--- config.mk ---
export PLATFORM = sky130hd
export DESIGN_NAME = ipv4_dotted_quad_parser
export DESIGN_NICKNAME = d
export VERILOG_FILES = /design/src/rtl/ipq_pkg.sv /design/src/rtl/ipq_in_stage.sv /design/src/rtl/ipq_scan.sv /design/src/rtl/ipq_out_stage.sv /design/src/rtl/ipv4_dotted_quad_parser.sv
export SDC_FILE = /design/constraint.sdc
export NUM_CORES = 1
export LEC_CHECK = 0
export ABC_AREA = 1
export BUFFER_PORTS_ARGS = -buffer_cell sky130_fd_sc_hd__buf_4
export CORE_ASPECT_RATIO = 1.5
export CORE_MARGIN = 2
export CORE_UTILIZATION = 45
export DETAILED_ROUTE_END_ITERATION = 10
export PLACE_DENSITY = 0.65
export SYNTH_ARGS = -nofsm -noshare
export SYNTH_HDL_FRONTEND = slang
export SYNTH_SLANG_ARGS = --single-unit
--- constraint.sdc ---
create_clock -name clk_i -period 6.2 [get_ports clk_i]
set_input_delay 0.31 -clock clk_i [delete_from_list [all_inputs] [get_ports clk_i]]
set_output_delay 0.31 -clock clk_i [all_outputs]
set_load 0.1 [all_outputs]
--- src/rtl/ipq_pkg.sv ---
// Shared types and constants for the IPv4 dotted-quad parser.
// No dependencies.
package ipq_pkg;

  localparam logic [4:0] MIN_TEXT_LEN   = 5'd7;
  localparam logic [4:0] MAX_TEXT_LEN   = 5'd15;
  localparam logic [4:0] LEN_SATURATE   = 5'd16;
  localparam logic [2:0] MAX_RUN_DIGITS = 3'd3;
  localparam logic [2:0] DIGIT_SATURATE = 3'd4;
  localparam logic [2:0] QUAD_RUNS      = 3'd4;
  localparam logic [9:0] MAX_OCTET      = 10'd255;
  localparam logic [7:0] DOT_CHAR       = 8'h2E;
  localparam logic [7:0] DIGIT_LO       = 8'h30;
  localparam logic [7:0] DIGIT_HI       = 8'h39;

  typedef struct packed {
    logic [7:0] text_char;
    logic       last_char;
  } in_word_t;

  typedef struct packed {
    logic       is_valid;
    logic [7:0] octet_first;
    logic [7:0] octet_second;
    logic [7:0] octet_third;
    logic [7:0] octet_fourth;
  } out_word_t;

endpackage

--- src/rtl/ipq_in_stage.sv ---
// Input register stage for the dotted-quad parser.
// Depends on ipq_pkg.
module ipq_in_stage import ipq_pkg::*; (
  input  logic     clk_i,
  input  logic     rst_ni,
  input  logic     in_valid_i,
  output logic     in_ready_o,
  input  in_word_t in_word_i,
  input  logic     out_free_i,   // result register can take a word this cycle
  output logic     step_o,       // held word is consumed this cycle
  output in_word_t word_o
);

  logic     valid_q, valid_d;
  in_word_t word_q;

  // A non-final character never waits; the final one waits for the result slot.
  assign step_o     = valid_q && (!word_q.last_char || out_free_i);
  assign in_ready_o = !valid_q || step_o;
  assign word_o     = word_q;

  always_comb begin
    valid_d = valid_q;
    if (in_ready_o) begin
      valid_d = in_valid_i;
    end
  end

  always_ff @(posedge clk_i or negedge rst_ni) begin
    if (!rst_ni) begin
      valid_q <= 1'b0;
    end else begin
      valid_q <= valid_d;
    end
  end

  always_ff @(posedge clk_i) begin
    if (in_ready_o && in_valid_i) begin
      word_q <= in_word_i;
    end
  end

endmodule

--- src/rtl/ipq_scan.sv ---
// Running parse state and result logic for the dotted-quad parser.
// Depends on ipq_pkg.
module ipq_scan import ipq_pkg::*; (
  input  logic      clk_i,
  input  logic      rst_ni,
  input  logic      step_i,
  input  in_word_t  word_i,
  output out_word_t result_o
);

  logic [4:0] len_q, len_d;
  logic [2:0] run_q, run_d;
  logic [2:0] dcnt_q, dcnt_d;
  logic [9:0] val_q, val_d;
  logic       err_q, err_d;
  logic [7:0] store_q [4];
  logic [7:0] store_d [4];
  logic       is_dot, is_digit, ok;

  always_comb begin
    is_dot   = (word_i.text_char == DOT_CHAR);
    is_digit = (word_i.text_char inside {[DIGIT_LO:DIGIT_HI]});

    len_d  = (len_q < LEN_SATURATE) ? len_q + 5'd1 : len_q;
    dcnt_d = dcnt_q;
    val_d  = val_q;
    err_d  = err_q;
    run_d  = run_q;
    store_d = store_q;

    if (is_digit) begin
      // val_q stays below 100 while fewer than three digits are in
      if (dcnt_q < MAX_RUN_DIGITS) begin
        val_d = (val_q << 3) + (val_q << 1) + {6'd0, word_i.text_char[3:0]};
      end
      if (dcnt_q < DIGIT_SATURATE) begin
        dcnt_d = dcnt_q + 3'd1;
      end
    end else if (!is_dot) begin
      err_d = 1'b1;
    end

    // close the open run on a dot or at the end of the text
    if (is_dot || word_i.last_char) begin
      if (dcnt_d != 3'd0) begin
        if (run_q >= QUAD_RUNS) begin
          err_d = 1'b1;
        end else if (dcnt_d > MAX_RUN_DIGITS || val_d > MAX_OCTET) begin
          err_d = 1'b1;
        end else begin
          store_d[run_q[1:0]] = val_d[7:0];
          run_d = run_q + 3'd1;
        end
      end
      dcnt_d = 3'd0;
      val_d  = 10'd0;
    end

    ok = !err_d && (run_d == QUAD_RUNS) &&
         (len_d >= MIN_TEXT_LEN) && (len_d <= MAX_TEXT_LEN);

    result_o.is_valid     = ok;
    result_o.octet_first  = ok ? store_d[0] : 8'd0;
    result_o.octet_second = ok ? store_d[1] : 8'd0;
    result_o.octet_third  = ok ? store_d[2] : 8'd0;
    result_o.octet_fourth = ok ? store_d[3] : 8'd0;
  end

  always_ff @(posedge clk_i or negedge rst_ni) begin
    if (!rst_ni) begin
      len_q   <= '0;
      run_q   <= '0;
      dcnt_q  <= '0;
      val_q   <= '0;
      err_q   <= 1'b0;
      store_q <= '{default: '0};
    end else if (step_i) begin
      if (word_i.last_char) begin
        len_q   <= '0;
        run_q   <= '0;
        dcnt_q  <= '0;
        val_q   <= '0;
        err_q   <= 1'b0;
        store_q <= '{default: '0};
      end else begin
        len_q   <= len_d;
        run_q   <= run_d;
        dcnt_q  <= dcnt_d;
        val_q   <= val_d;
        err_q   <= err_d;
        store_q <= store_d;
      end
    end
  end

endmodule

--- src/rtl/ipq_out_stage.sv ---
// Result register for the dotted-quad parser.
// Depends on ipq_pkg.
module ipq_out_stage import ipq_pkg::*; (
  input  logic      clk_i,
  input  logic      rst_ni,
  input  logic      load_i,
  input  out_word_t result_i,
  output logic      free_o,
  output logic      out_valid_o,
  input  logic      out_ready_i,
  output out_word_t out_word_o
);

  logic      valid_q, valid_d;
  out_word_t word_q;

  assign free_o      = !valid_q || out_ready_i;
  assign out_valid_o = valid_q;
  assign out_word_o  = word_q;

  always_comb begin
    valid_d = valid_q;
    if (load_i) begin
      valid_d = 1'b1;
    end else if (out_ready_i) begin
      valid_d = 1'b0;
    end
  end

  always_ff @(posedge clk_i or negedge rst_ni) begin
    if (!rst_ni) begin
      valid_q <= 1'b0;
    end else begin
      valid_q <= valid_d;
    end
  end

  always_ff @(posedge clk_i) begin
    if (load_i) begin
      word_q <= result_i;
    end
  end

endmodule

--- src/rtl/ipv4_dotted_quad_parser.sv ---
// IPv4 dotted-quad text parser, top level.
// Depends on ipq_pkg, ipq_in_stage, ipq_scan, ipq_out_stage.
//
// Usage:
//   Input channel (in_valid_i / in_ready_o / in_word_i): one text character per
//   word, last_char set on the final character of an address.
//   Output channel (out_valid_o / out_ready_i / out_word_o): one word per
//   address, is_valid plus four octets; octets are zero when is_valid is 0.
//   A text is valid when it is 7..15 characters with exactly four non-empty
//   dot-separated runs of 1..3 digits, each at most 255. Empty runs from
//   extra dots are skipped.
// Throughput: one character per cycle while no final character waits;
//   the parse state update is a single pass of short logic between the
//   input and result registers.
// Result path: final character in the input register, then result register.
// Stall: a waiting result does not block non-final characters of the next
//   text; only a final character holds in the input register until the
//   result register frees, and then in_ready_o drops.
// Reset: asynchronous, active low; clears all handshake state and the
//   partial parse. State also clears after every result.
module ipv4_dotted_quad_parser import ipq_pkg::*; (
  input  logic      clk_i,
  input  logic      rst_ni,
  input  logic      in_valid_i,
  output logic      in_ready_o,
  input  in_word_t  in_word_i,
  output logic      out_valid_o,
  input  logic      out_ready_i,
  output out_word_t out_word_o
);

  logic      out_free;
  logic      step;
  in_word_t  held_word;
  out_word_t result;

  // input register
  ipq_in_stage u_in (
    .clk_i      (clk_i),
    .rst_ni     (rst_ni),
    .in_valid_i (in_valid_i),
    .in_ready_o (in_ready_o),
    .in_word_i  (in_word_i),
    .out_free_i (out_free),
    .step_o     (step),
    .word_o     (held_word)
  );

  // parse state: counters, run value, error flag, octet store
  ipq_scan u_scan (
    .clk_i    (clk_i),
    .rst_ni   (rst_ni),
    .step_i   (step),
    .word_i   (held_word),
    .result_o (result)
  );

  // result register, loaded only on the final character
  ipq_out_stage u_out (
    .clk_i       (clk_i),
    .rst_ni      (rst_ni),
    .load_i      (step && held_word.last_char),
    .result_i    (result),
    .free_o      (out_free),
    .out_valid_o (out_valid_o),
    .out_ready_i (out_ready_i),
    .out_word_o  (out_word_o)
  );

endmodule

Word level (Yosys, flattened, before mapping)
Cells that the tools add are included.
Storage, ports and cells
  register bits: 98
  input bits: 13
  output and inout port bits: 35
  logic and storage cells: 89
Operators by class
  $add $sub $neg: 5
  magnitude comparators: 12
  equal/unequal tests: 2
  mux-type cells: 32
  bitwise operators: 1
  reduce and logical (&&, ||, !) cells: 19
Operator list (number)
  32-bit two-way mux: 5
  10-bit two-way mux: 4
  32-bit bitwise mux: 1
  3-bit two-way mux: 9
  8-bit demux with 2-bit select: 1
  10-bit adder: 1
  10-bit by 4-bit adder with 10-bit output: 1
  10-bit by 8-bit greater-than comparator with 1-bit output, second input constant: 1
  5-bit two-way mux: 2
  1-bit two-way mux: 9
  8-bit by 6-bit equality test with 1-bit output, second input constant: 1
  8-bit by 6-bit greater-or-equal comparator with 1-bit output, second input constant: 1
  8-bit by 6-bit <= comparator with 1-bit output, second input constant: 1
  1-bit logical AND: 8
  8-bit two-way mux: 1
  3-bit by 1-bit adder with 3-bit output, second input constant: 2
  3-bit greater-or-equal comparator, second input constant: 2
  5-bit by 1-bit adder with 5-bit output, second input constant: 1
  5-bit by 3-bit greater-or-equal comparator with 1-bit output, second input constant: 1
  5-bit by 4-bit <= comparator with 1-bit output, second input constant: 1
  1-bit logical OR: 5
  5-bit < comparator, second input constant: 1
  1-bit logical NOT: 4
  3-bit equality test, second input constant: 1
  other kinds (7): 7

Logic depth before layout (Yosys ltp)
  depth in word-level cells: 14
  gate-level depth with buffers: 19

Cells and area by module
A second synthesis with hierarchy kept.
Second synthesis, totals
  cells, all modules: 566
  area, all modules: 5063.6 µm²
Modules (own cells, without submodules)
  ipq_scan: instances 1, cells an instance 509, area an instance 3688.5 µm², seq. area each 1351.3 µm²
  ipq_out_stage: instances 1, cells an instance 38, area an instance 1036.0 µm², seq. area each 1016.0 µm²
  ipq_in_stage: instances 1, cells an instance 17, area an instance 331.6 µm², seq. area each 295.3 µm²
  ipv4_dotted_quad_parser: instances 1, cells an instance 2, area an instance 7.5 µm², seq. area each 0.0 µm²

Worst setup path before layout
OpenSTA, ideal clock, no wires.
  path kind: register -> register
  from: register u_out.valid_q (netlist: u_out.out_valid_o)
  to: register u_in.word_q, in the netlist u_in.word_o[0] (enable)
  data arrival time: 2610 ps
  path slack: 3305 ps
  cell stages (with the launch flop): 4
  path buffers: 0
  path through: dfrtp_1 > nand4_1 > nand2_1 > inv_1
On the way
  longest elaborated chain between the ends: 6
RTL lines
  from (decl): RTL line ipq_out_stage.sv:14  | logic valid_q, valid_d;
  from (signal assigned): RTL line ipq_out_stage.sv:34  | valid_q <= valid_d;
  1-bit logical NOT: RTL line ipq_out_stage.sv:17  | assign free_o = !valid_q || out_ready_i;
  1-bit logical OR: RTL line ipq_out_stage.sv:17
  1-bit logical OR: RTL line ipq_in_stage.sv:18  | assign step_o = valid_q && (!word_q.last_char || out_free_i);
  1-bit logical AND: RTL line ipq_in_stage.sv:18
  1-bit logical OR: RTL line ipq_in_stage.sv:19  | assign in_ready_o = !valid_q || step_o;
  via in_ready_o: RTL line ipv4_dotted_quad_parser.sv:25  | output logic in_ready_o,
  1-bit logical AND: RTL line ipq_in_stage.sv:38  | if (in_ready_o && in_valid_i) begin
  to (signal assigned): RTL line ipq_in_stage.sv:39  | word_q <= in_word_i;
  to (decl): RTL line ipq_in_stage.sv:15  | in_word_t word_q;
The timed path passes the listed nets, and every way through them passes these cells.
A chain may end at the register's enable or synchronous reset.

Final worst setup path
  from: register u_in.word_q, in the netlist u_in.word_o[4]
  to: register u_out.word_q, in the netlist u_out.out_word_o[7] (data pin)
On the way
  longest elaborated chain between the ends: 13
  elaborated cells on any way between the ends: 33
  those cells by class: add/sub: 1; order compare: 4; eq/ne: 2; mux: 18; reduce/logical: 8
RTL lines
  10-bit by 4-bit adder with 10-bit output, or another cell as far along: RTL line ipq_scan.sv:34  | val_d = (val_q << 3) + (val_q << 1) + {6'd0, word_i.text_char[3:0]};
  10-bit two-way mux or 1-bit logical AND (tied branches): RTL line ipq_scan.sv:33, ipq_scan.sv:22
  10-bit two-way mux or 3-bit two-way mux (tied branches): RTL line ipq_scan.sv:31  | if (is_digit) begin
  10-bit by 8-bit greater-than comparator with 1-bit output or 3-bit by 2-bit greater-than comparator with 1-bit output (tied branches): RTL line ipq_scan.sv:48  | end else if (dcnt_d > MAX_RUN_DIGITS || val_d > MAX_OCTET) begin
  1-bit logical OR: RTL line ipq_scan.sv:48
  3-bit two-way mux or 1-bit two-way mux (tied branches): RTL line ipq_scan.sv:48
  3-bit two-way mux or 1-bit two-way mux (tied branches): RTL line ipq_scan.sv:46  | if (run_q >= QUAD_RUNS) begin
  3-bit two-way mux or 1-bit two-way mux (tied branches): RTL line ipq_scan.sv:45  | if (dcnt_d != 3'd0) begin
  3-bit two-way mux or 1-bit two-way mux (tied branches): RTL line ipq_scan.sv:44  | if (is_dot || word_i.last_char) begin
  3-bit equality test or 1-bit logical NOT (tied branches): RTL line ipq_scan.sv:59  | ok = !err_d && (run_d == QUAD_RUNS) &&
  1-bit logical AND (2 in a row): RTL line ipq_scan.sv:59
  1-bit logical AND: RTL line ipq_scan.sv:60  | (len_d >= MIN_TEXT_LEN) && (len_d <= MAX_TEXT_LEN);
  to (signal assigned): RTL line ipq_out_stage.sv:40  | word_q <= result_i;
  to (decl): RTL line ipq_out_stage.sv:15  | out_word_t word_q;
Parallel ways exist; a longest one is shown, timed or not.

==> flow_metrics.py <==
metrics = {
    "floorplan": {
        "start_util_pct": 45.7,
        "die_h_um": 133,
        "die_x_um": 90.1,
        "row_count": 47,
        "io_pins": 48,
        "dieArea_um2": 12000,
        "fp.coreArea_um2": 10900,
    },
    "sta": {
        "final_hold_viol_count": 0,
        "setup_viol": 0,
        "fin_setup_tns_ps": 0,
        "slew_viol_final": 0,
        "skew_ps": 8.33,
        "worst_slew_pin_slew_ps": 1210,
        "relSlewSlack_pct": 18.8,
        "rsz0062_at_grt": "false",
        "post-route-period-util_pct": 55.0,
        "period_needed_ps": 3410,
        "fmax_mhz": 294,
    },
    "worst_setup_path": {
        "worstPathMaxFanout": 33,
        "cp.arrival_ps": 3470,
        "rr_worst_depth": 14,
        "crit_slowest_cell": "nand2_2",
        "crit_chain": "inv_1, fa_1, inv_1, fa_1, nand2_1, nand4_1, nand3_1, nand3_1, nor2_2, nand3_1, nand2_1, nor2_1, nand2_2, nor2_1",
        "end_kind": "register",
        "max_stage_delay_ps": 580,
        "critPathRequiredTime_ps": 6270,
        "critPathKind": "register to register",
        "startpoint_type": "register",
        "critPathMostFrequentCell": "nand3_1",
    },
    "cells_and_area": {
        "drive_gt1_share_pct": 14.4,
        "diodes": 0,
        "final_nets": 667,
        "area_delta_synth_final_pct": 16.2,
        "fill_cells": 1033,
        "final_util_pct": 53.1,
    },
    "power": {
        "finalPower_mw": 1.60,
        "p_leak_nw": 2.74,
        "irDropWorstVdd_v": 0.000147,
        "p_per_area_nw_per_um2": 276,
    },
    "route": {
        "drt-initial-drc-count": 219,
        "dr.pass1.iters": 4,
        "ant_nets": 0,
        "wl_met3_um": 415,
        "viasPerCell": 5.02,
        "wl_met2_mm": 5.59,
        "drt-met1-wl_mm": 4.45,
        "drc_errors": 0,
        "top_layer_used": "met4",
        "vias": 3936,
        "routed_wl_mm": 10.7,
        "wl_per_cell_um": 13.6,
    },
    "grt": {
        "grt_util_all_layers_pct": 19.1,
        "antenna_found_initial": 0,
        "grt_first_pass_wirelength_mm": 18.3,
        "first_global_vias": 3841,
        "overflow": 0,
        "grt_max_degree": 57,
    },
    "cts": {
        "post_cts_buffers": 0,
        "cts_resized": 0,
        "clk_latency_ps": 350,
        "root_buffer": "clkbuf_16",
        "cts.sinks": 98,
        "cts_buffers": 9,
        "cts_buffer_depth": 2,
        "clk_pin_slew_ps": 70,
        "cts.htree.levels": 3,
        "cts_hold_buffers": 0,
        "cts_tree": "done",
    },
    "worst_hold_path": {
        "hold_class": "primary input to asynchronous set/reset pin",
    },
    "yosys": {
        "synth_cell_type_count": 29,
        "synth-seq-cells": 98,
        "synth_fp_nets": 620,
        "yosys_warnings": 0,
        "netlist_area_um2": 5000,
        "netlist_instances": 585,
        "ys_seq_area_share_pct": 53.2,
        "synth.avg_cell_area_um2": 8.55,
    },
    "job": {
        "cap_violations": 0,
    },
    "placement": {
        "portBuffers": 47,
        "dp_hpwl_mm": 7.28,
        "place_congestion": 0.882,
    },
    "outcome": {
        "outcome": "finished clean",
    },
}
-- cell usage after synthesis --
master	n	area share, %
xor2_1	4	0.70
a31oi_1	2	0.25
inv_2	1	0.075
nor2_1	33	2.5
nand4_1	3	0.38
dfrtp_1	56	28
o31ai_1	1	0.15
clkbuf_1	10	0.75
edfxtp_1	42	25
nand2_1	206	15
o21ai_0	34	3.4
nand3_4	1	0.35
nand2_2	4	0.50
o21a_1	1	0.15
nor2_4	4	0.90
xnor2_1	1	0.18
clkinv_1	1	0.075
inv_1	81	6.1
a21oi_1	6	0.60
nor3_1	1	0.10
fa_1	2	0.80
o21ai_2	1	0.18
nor2_2	16	2.0
o22ai_1	14	1.8
nand3_2	1	0.20
ha_1	20	5.0
buf_6	3	0.68
nand3_1	22	2.2
o21ai_1	14	1.4
-- critical path: cells and delay by family, from the launching register on --
kind	cells	cell delay, ps
AND/OR/NAND/NOR	10	1570
adder cells (fa/ha/maj)	2	1010
flip-flops	1	380
buffers and inverters	2	150
-- routing by layer --
metal	track usage, %	vias up
li1	-	1951
met2	33.9	98
met1	23.7	1873
met3	2.38	14
met4	7.26	0
met5	0	-
-- metrics by stage --
stage	cells	hold slack (ps)	instance area, um^2	setup slack (ps)
after floorplan	585	14.4	5000	3300
after global placement	768	422	5480	2920
after detailed placement	768	419	5480	2780
after CTS	784	51.4	5810	2770
after global routing	784	90.9	5810	2400
final	784	21.4	5810	2790
-- cell type report --
class / count / area, um^2 / share of cell area [%]
Clock inverter: 5 / 85.1 / 1.46
Inverter: 83 / 312 / 5.36
Tap cell: 147 / 184 / 3.17
Timing Repair Buffer: 49 / 368 / 6.33
Multi-Input combinational cell: 391 / 1960 / 33.7
Clock buffer: 11 / 243 / 4.18
Sequential cell: 98 / 2660 / 45.8
-- state kept, by name, indices dropped and copies added, names as in the netlist --
register,count
u_scan.store_q,32
u_in.valid_q,1
u_scan.val_q,10
u_out.out_word_o,33
u_scan.len_q,5
u_out.out_valid_o,1
u_in.word_o,9
u_scan.err_q,1
u_scan.dcnt_q,3
u_scan.run_q,3
-- power by group --
group / internal [mW] / leakage (nW) / switching, mW / total (mW)
combinational: 0.0617 / 1.40 / 0.195 / 0.257
sequential: 0.712 / 1.18 / 0.0191 / 0.731
clock: 0.368 / 0.157 / 0.247 / 0.615
-- cell families (layout without fill, tap and decap cells) --
| group | after synthesis | in the layout | share of synthesized area [%] |
|---|---|---|---|
| simple gates | 291 | 291 | 24.6 |
| buf+inv | 96 | 148 | 7.65 |
| xor+xnor | 5 | 5 | 0.875 |
| compound gates | 73 | 73 | 7.88 |
| fa+ha+maj | 22 | 22 | 5.80 |
| flops | 98 | 98 | 53.2 |
-- placed cells by master, fill, tap and decap left out, types with 6 or more instances in the layout --
| cell | synthesis | routed |
|---|---|---|
| edfxtp_1 | 42 | 42 |
| ha_1 | 20 | 20 |
| o21ai_1 | 14 | 14 |
| buf_4 | 0 | 49 |
| nor2_1 | 33 | 33 |
| o22ai_1 | 14 | 14 |
| dfrtp_1 | 56 | 56 |
| nand3_1 | 22 | 22 |
| o21ai_0 | 34 | 34 |
| nor2_2 | 16 | 16 |
| inv_1 | 81 | 81 |
| clkbuf_16 | 0 | 9 |
| a21oi_1 | 6 | 6 |
| nand2_1 | 206 | 206 |
-- worst paths after layout --
check | startpoint | end | slack, ps
setup / recovery | u_in.word_o[4] | u_out.out_word_o[7] | 2790
hold / removal | rst_ni | u_scan.store_q[20] | 20
setup reg to reg | u_in.word_o[4] | u_out.out_word_o[7] | 2790
hold reg to reg | u_scan.store_q[4] | u_scan.store_q[4] | 490
max in group asynchronous | rst_ni | u_scan.store_q[0] | 5680
min in group clk_i | in_word_i[2] | u_in.word_o[2] | 140
Power figures use the tool's default switching activity.
